===== config.mk =====
export PLATFORM = sky130hd
export DESIGN_NAME = hsla_ctrl
export DESIGN_NICKNAME = d
export VERILOG_FILES = /design/src/rtl/hsla_pkg.sv /design/src/rtl/hsla_ctrl.sv
export SDC_FILE = /design/constraint.sdc
export NUM_CORES = 1
export LEC_CHECK = 0
export ABC_AREA = 1
export BUFFER_PORTS_ARGS = -buffer_cell sky130_fd_sc_hd__clkbuf_2
export CAP_MARGIN = 20
export CORE_MARGIN = 5
export CORE_UTILIZATION = 48
export CTS_CLUSTER_SIZE = 14
export DETAILED_ROUTE_END_ITERATION = 16
export PLACE_DENSITY = 0.71
export SLEW_MARGIN = 40
export SYNTH_ARGS = -nofsm -noshare
export SYNTH_HDL_FRONTEND = slang
export SYNTH_SLANG_ARGS = --single-unit

===== constraint.sdc =====
create_clock -name clk -period 1.4 [get_ports clk]
set_input_delay 0.14 -clock clk [delete_from_list [all_inputs] [get_ports clk]]
set_output_delay 0.14 -clock clk [all_outputs]
set_load 0.005 [all_outputs]

===== src/rtl/hsla_pkg.sv =====
// Shared types, constants and tables of the softmax log-likelihood accumulator.
`timescale 1ns / 1ps
`default_nettype none

package hsla_pkg;

  localparam int NUM_COEF   = 4;
  localparam int GROUP_BITS = 16;
  localparam int COEF_W     = (NUM_COEF > 1) ? $clog2(NUM_COEF) : 1;
  localparam int LN2_Q16    = 45426;
  localparam int EXP_TERMS  = 10;
  localparam int LOG_LAST   = 19;
  localparam int DIV_STEPS  = 30;
  localparam int K_STEPS    = 5;

  typedef struct packed {
    logic               first_item;
    logic [15:0]        group_id;
    logic signed [23:0] log_odds;
    logic signed [23:0] weight;
    logic signed [23:0] deriv_0;
    logic signed [23:0] deriv_1;
    logic signed [23:0] deriv_2;
    logic signed [23:0] deriv_3;
  } in_item_t;

  typedef struct packed {
    logic signed [39:0] log_likelihood;
    logic signed [39:0] grad_0;
    logic signed [39:0] grad_1;
    logic signed [39:0] grad_2;
    logic signed [39:0] grad_3;
    logic               weight_error;
  } out_item_t;

  typedef enum logic [4:0] {
    OP_NONE,
    OP_LOAD,
    OP_DECIDE,
    OP_EXP_LOAD,
    OP_EXP_ZERO,
    OP_EXP_K,
    OP_MUL_TERM,
    OP_MUL_RECIP,
    OP_EXP_ACC,
    OP_EXP_FIN,
    OP_LOG_LOAD,
    OP_LOG_DIV,
    OP_MUL_ZZ,
    OP_LOG_Z2,
    OP_MUL_PW,
    OP_LOG_ACC,
    OP_LOG_FIN,
    OP_MUL_MEAN,
    OP_MEAN_ADD,
    OP_MUL_LL,
    OP_LL_ADD,
    OP_MUL_GR,
    OP_GR_ADD,
    OP_FINISH
  } op_e;

  typedef enum logic [4:0] {
    ST_IDLE,
    ST_DECIDE,
    ST_EXP_LD,
    ST_EXP_K,
    ST_EXP_M1,
    ST_EXP_M2,
    ST_EXP_M3,
    ST_EXP_FIN,
    ST_LOG_LD,
    ST_LOG_DIV,
    ST_LOG_Z2,
    ST_LOG_Z2B,
    ST_LOG_M1,
    ST_LOG_M2,
    ST_LOG_M3,
    ST_LOG_FIN,
    ST_MEAN_M,
    ST_MEAN_A,
    ST_LL_M,
    ST_LL_A,
    ST_GR_M,
    ST_GR_A,
    ST_DONE
  } state_e;

  typedef struct packed {
    op_e        op;
    logic [4:0] idx;
    logic       src;
  } cmd_t;

  typedef struct packed {
    logic skip;
    logic cut;
  } status_t;

  // Reciprocals floor((2^32 - 1) / n) for the term divisors of both series.
  function automatic logic [31:0] recip(input logic [4:0] n);
    logic [31:0] m;
    begin
      case (n)
        5'd1:    m = 32'd4294967295;
        5'd2:    m = 32'd2147483647;
        5'd3:    m = 32'd1431655765;
        5'd4:    m = 32'd1073741823;
        5'd5:    m = 32'd858993459;
        5'd6:    m = 32'd715827882;
        5'd7:    m = 32'd613566756;
        5'd8:    m = 32'd536870911;
        5'd9:    m = 32'd477218588;
        5'd10:   m = 32'd429496729;
        5'd11:   m = 32'd390451572;
        5'd13:   m = 32'd330382099;
        5'd15:   m = 32'd286331153;
        5'd17:   m = 32'd252645135;
        5'd19:   m = 32'd226050910;
        default: m = 32'd4294967295;
      endcase
      recip = m;
    end
  endfunction

endpackage

`default_nettype wire


===== src/rtl/hsla_ctrl.sv =====
// Controller: sequences the datapath steps of one transaction and owns the handshakes.
`timescale 1ns / 1ps
`default_nettype none

module hsla_ctrl (
  input  wire                clk,
  input  wire                rst_n,
  input  wire                in_valid,
  output logic               in_ready,
  output logic               out_valid,
  input  wire                out_ready,
  input  hsla_pkg::status_t  status,
  output hsla_pkg::cmd_t     cmd
);
  import hsla_pkg::*;

  state_e     state_r, state_nxt;
  logic [4:0] cnt_r, cnt_nxt;
  logic       phase_r, phase_nxt;
  logic       out_valid_r, out_valid_nxt;
  state_e     exp_ret;

  always_ff @(posedge clk) begin
    if (!rst_n) begin
      state_r     <= ST_IDLE;
      cnt_r       <= '0;
      phase_r     <= 1'b0;
      out_valid_r <= 1'b0;
    end else begin
      state_r     <= state_nxt;
      cnt_r       <= cnt_nxt;
      phase_r     <= phase_nxt;
      out_valid_r <= out_valid_nxt;
    end
  end

  assign exp_ret   = phase_r ? ST_MEAN_M : ST_LOG_LD;
  assign out_valid = out_valid_r;

  always_comb begin
    state_nxt     = state_r;
    cnt_nxt       = cnt_r;
    phase_nxt     = phase_r;
    out_valid_nxt = out_valid_r && !out_ready;
    in_ready      = 1'b0;
    cmd.op        = OP_NONE;
    cmd.idx       = cnt_r;
    cmd.src       = phase_r;
    unique case (state_r)
      ST_IDLE: begin
        in_ready = 1'b1;
        if (in_valid) begin
          cmd.op    = OP_LOAD;
          state_nxt = ST_DECIDE;
        end
      end
      ST_DECIDE: begin
        cmd.op = OP_DECIDE;
        if (status.skip) begin
          state_nxt = ST_DONE;
        end else begin
          phase_nxt = 1'b0;
          state_nxt = ST_EXP_LD;
        end
      end
      ST_EXP_LD: begin
        cmd.op    = OP_EXP_LOAD;
        cnt_nxt   = 5'(K_STEPS - 1);
        state_nxt = ST_EXP_K;
      end
      ST_EXP_K: begin
        if (status.cut) begin
          cmd.op    = OP_EXP_ZERO;
          cnt_nxt   = '0;
          state_nxt = exp_ret;
        end else begin
          cmd.op = OP_EXP_K;
          if (cnt_r == '0) begin
            cnt_nxt   = 5'd1;
            state_nxt = ST_EXP_M1;
          end else begin
            cnt_nxt = cnt_r - 5'd1;
          end
        end
      end
      ST_EXP_M1: begin
        cmd.op    = OP_MUL_TERM;
        state_nxt = ST_EXP_M2;
      end
      ST_EXP_M2: begin
        cmd.op    = OP_MUL_RECIP;
        state_nxt = ST_EXP_M3;
      end
      ST_EXP_M3: begin
        cmd.op = OP_EXP_ACC;
        if (cnt_r == 5'(EXP_TERMS)) begin
          state_nxt = ST_EXP_FIN;
        end else begin
          cnt_nxt   = cnt_r + 5'd1;
          state_nxt = ST_EXP_M1;
        end
      end
      ST_EXP_FIN: begin
        cmd.op    = OP_EXP_FIN;
        cnt_nxt   = '0;
        state_nxt = exp_ret;
      end
      ST_LOG_LD: begin
        cmd.op    = OP_LOG_LOAD;
        cnt_nxt   = '0;
        state_nxt = ST_LOG_DIV;
      end
      ST_LOG_DIV: begin
        cmd.op = OP_LOG_DIV;
        if (cnt_r == 5'(DIV_STEPS - 1)) begin
          state_nxt = ST_LOG_Z2;
        end else begin
          cnt_nxt = cnt_r + 5'd1;
        end
      end
      ST_LOG_Z2: begin
        cmd.op    = OP_MUL_ZZ;
        state_nxt = ST_LOG_Z2B;
      end
      ST_LOG_Z2B: begin
        cmd.op    = OP_LOG_Z2;
        cnt_nxt   = 5'd3;
        state_nxt = ST_LOG_M1;
      end
      ST_LOG_M1: begin
        cmd.op    = OP_MUL_PW;
        state_nxt = ST_LOG_M2;
      end
      ST_LOG_M2: begin
        cmd.op    = OP_MUL_RECIP;
        state_nxt = ST_LOG_M3;
      end
      ST_LOG_M3: begin
        cmd.op = OP_LOG_ACC;
        if (cnt_r == 5'(LOG_LAST)) begin
          state_nxt = ST_LOG_FIN;
        end else begin
          cnt_nxt   = cnt_r + 5'd2;
          state_nxt = ST_LOG_M1;
        end
      end
      ST_LOG_FIN: begin
        cmd.op    = OP_LOG_FIN;
        phase_nxt = 1'b1;
        state_nxt = ST_EXP_LD;
      end
      ST_MEAN_M: begin
        cmd.op    = OP_MUL_MEAN;
        state_nxt = ST_MEAN_A;
      end
      ST_MEAN_A: begin
        cmd.op = OP_MEAN_ADD;
        if (cnt_r == 5'(NUM_COEF - 1)) begin
          cnt_nxt   = '0;
          state_nxt = ST_LL_M;
        end else begin
          cnt_nxt   = cnt_r + 5'd1;
          state_nxt = ST_MEAN_M;
        end
      end
      ST_LL_M: begin
        cmd.op    = OP_MUL_LL;
        state_nxt = ST_LL_A;
      end
      ST_LL_A: begin
        cmd.op    = OP_LL_ADD;
        cnt_nxt   = '0;
        state_nxt = ST_GR_M;
      end
      ST_GR_M: begin
        cmd.op    = OP_MUL_GR;
        state_nxt = ST_GR_A;
      end
      ST_GR_A: begin
        cmd.op = OP_GR_ADD;
        if (cnt_r == 5'(NUM_COEF - 1)) begin
          state_nxt = ST_DONE;
        end else begin
          cnt_nxt   = cnt_r + 5'd1;
          state_nxt = ST_GR_M;
        end
      end
      ST_DONE: begin
        if (!out_valid_r || out_ready) begin
          cmd.op        = OP_FINISH;
          out_valid_nxt = 1'b1;
          state_nxt     = ST_IDLE;
        end
      end
      default: begin
        state_nxt = ST_IDLE;
      end
    endcase
  end

endmodule

`default_nettype wire

==> flow_summary.json <==
{
  "status": "complete, but fails checks",
  "violations": "negative setup slack",
  "root_buffer": "clkbuf_4",
  "final_area_mm2": 0.00247,
  "ir_drop_mv": 1.48,
  "ys_seq_area_share_pct": 15.9,
  "coreArea_mm2": 0.00303,
  "drc": 0,
  "place.gp.congestion": 1.08,
  "synth_simple_gate_area_share_pct": 52.9,
  "track_usage_pct": 29.9,
  "htreeDepth": 1,
  "hold-path-cell-count": 3,
  "initial_core_util_pct": 49.8,
  "maxSlewViolCount": 0,
  "synth_fa_ha_area_share_pct": 5.81,
  "overflow": 0,
  "grt_pass1_wl_um": 9780,
  "syn_avg_cell_area_um2": 5.71,
  "synth_fp_nets": 277,
  "netlist_area_mm2": 0.00151,
  "synth_common_cells": "nand2_1, nor2_1, inv_1",
  "antenna_left": 0,
  "critPathKind": "reg -> out",
  "finalSetupViolations": 17,
  "rows": 20,
  "wl_um": 6390,
  "placed_cells": 383,
  "drt-vias-per-instance": 5.56,
  "syn2layout_area_growth_pct": 64.0,
  "cp_max_fo": 3,
  "crit_start": "state_r[1]",
  "rsz0062_at_grt": "yes",
  "cts_tree": "built",
  "r2r_start": "state_r[0]",
  "yosysTopAreaCell": "nand2_1",
  "drt-initial-drc-count": 224,
  "fin_util_pct": 81.7,
  "ioPinCount": 19,
  "yosys.cell_types.count": 30,
  "worst_slew_pin_slew_ns": 0.346,
  "fin_skew_ns": 0.00666,
  "drv_cap": 0,
  "io_buffers": 18,
  "final.setup.tns_ns": -4.63,
  "ys_seq_elements": 12,
  "dpl_cell_area_mm2": 0.00208,
  "synthMuxAreaShare_pct": 0,
  "ys.flop_type": "dfxtp_1",
  "p_per_area_mw_per_mm2": 2090,
  "finalHoldViolCount": 0,
  "synth_compound_area_share_pct": 10.8,
  "synth_area_leaders": "nand2_1, dfxtp_1, nor2_1",
  "fin_crit_sh_pct": 130,
  "yosysTopAreaCellShare_pct": 16.2,
  "numCtsBuffers": 3,
  "synth_edf_count": 0,
  "antenna_found_initial": 0,
  "holdWs_ns": 0.157,
  "nNetsFinal": 369,
  "dieHeight_um": 66.0,
  "dr_total_vias": 2213,
  "crit_path_start_kind": "flop",
  "synth_top_family_by_area": "simple AND/OR/NAND/NOR gates",
  "wl_per_cell_um": 16.1,
  "grt_max_degree": 9,
  "setup_slack_ns": -0.423,
  "required_ns": 1.26,
  "dpl.hpwl_um": 4590,
  "firstDrtPassIters": 6,
  "path_clk_slew_ns": 0.09,
  "grt_pass1_vias": 2173,
  "max-slew-margin-rel_pct": 76.9,
  "async_flop_share_pct": 0,
  "final_cell_count_no_fill": 398,
  "die_x_um": 66.0,
  "die-area_mm2": 0.00436,
  "ys_warn_count": 0,
  "crit_arrival_ns": 1.68,
  "drive_gt1_share_pct": 49.2,
  "syn_inst": 264,
  "dp_slack_ns": -0.304,
  "fmax_ghz": 0.549,
  "hold_class": "in -> reg",
  "cp-end-kind": "output port",
  "hp-start": "status[1]",
  "synth_xor_area_share_pct": 2.32,
  "clock_latency_ns": 0.28,
  "cts_buffer_depth": 2,
  "clock-sinks": 12,
  "total_power_mw": 5.17,
  "synth_most_common_cell": "nand2_1",
  "finalCriticalPeriod_ns": 1.82,
  "ff2ff_path_depth": 11,
  "p_leak_nw": 1.37,
  "antenna_cells": 0
}
==> layout make-up <==
type	instances	area, um2
Clock buffer	3	22.5
Fill cell	208	556
Inverter	37	154
Multi-Input combinational cell	210	1280
Sequential cell	12	264
Tap cell	44	55.1
Timing Repair Buffer	92	698
==> report_power, final <==
group / total [mW] / internal [mW] / switching, mW / leakage, nW
Sequential: 0.737 / 0.525 / 0.212 / 0.103
Combinational: 4.20 / 1.92 / 2.28 / 1.26
Clock: 0.236 / 0.0997 / 0.137 / 0.0138
==> worst max-delay path, cell delays in order (launching register included) <==
cell and delay, ns:
dfxtp_4 0.41, buf_12 0.12, nor2_4 0.04, buf_4 0.13
nand3_1 0.14, nand4_1 0.15, nor2_2 0.18, nand4_1 0.09
buf_2 0.14
==> sequential cells by signal (all words and copies together) (netlist names) <==
| name | flops |
|---|---|
| cnt_r | 5 |
| state_r | 5 |
| out_valid | 1 |
| phase_r | 1 |
==> cells in the final DEF, fill, tap and decap left out, types with 8 or more instances in the layout <==
master | synthesis | routed
buf_4 | 2 | 64
nand2_1 | 65 | 53
nor2_1 | 45 | 31
nand3_1 | 27 | 22
inv_1 | 28 | 21
nand2_2 | 7 | 14
clkbuf_2 | 0 | 14
nor2_4 | 4 | 12
a21oi_1 | 11 | 11
inv_2 | 6 | 10
nor2_2 | 4 | 10
buf_6 | 2 | 10
nand4_1 | 8 | 8
==> worst paths after layout <==
kind / end / slack (ns)
worst min register to register: phase_r / 0.51
worst max-delay path: cmd[6] / -0.42
worst max register to register: state_r[0] / -0.35
worst min-delay path: phase_r / 0.16
==> cell families after synthesis <==
kind of cell    after synthesis
xor+xnor                      4
simple gates                169
compound gates               30
flops                        12
buf+inv                      42
fa+ha+maj                     7
==> what timing repair did <==
action / in CTS / in global routing
gates resized for setup: 59 / 34
endpoints found under the setup margin: 16 / 17
hold buffers: 0 / 0
pin swaps: 25 / 15
buffers inserted: 12 / 4
==> per-layer routing <==
| layer | part of all wire [%] | wire, um | global-route usage, % | up-vias |
|---|---|---|---|---|
| met5 | 0 | 0 | 0 | - |
| met4 | 7.3 | 465 | 25.1 | 0 |
| met3 | 6.5 | 415 | 5.44 | 48 |
| met2 | 49 | 3150 | 53.2 | 137 |
| met1 | 37 | 2360 | 29.6 | 1001 |
| li1 | - | - | - | 1027 |
No activity file was read; power rests on OpenSTA's default activity.
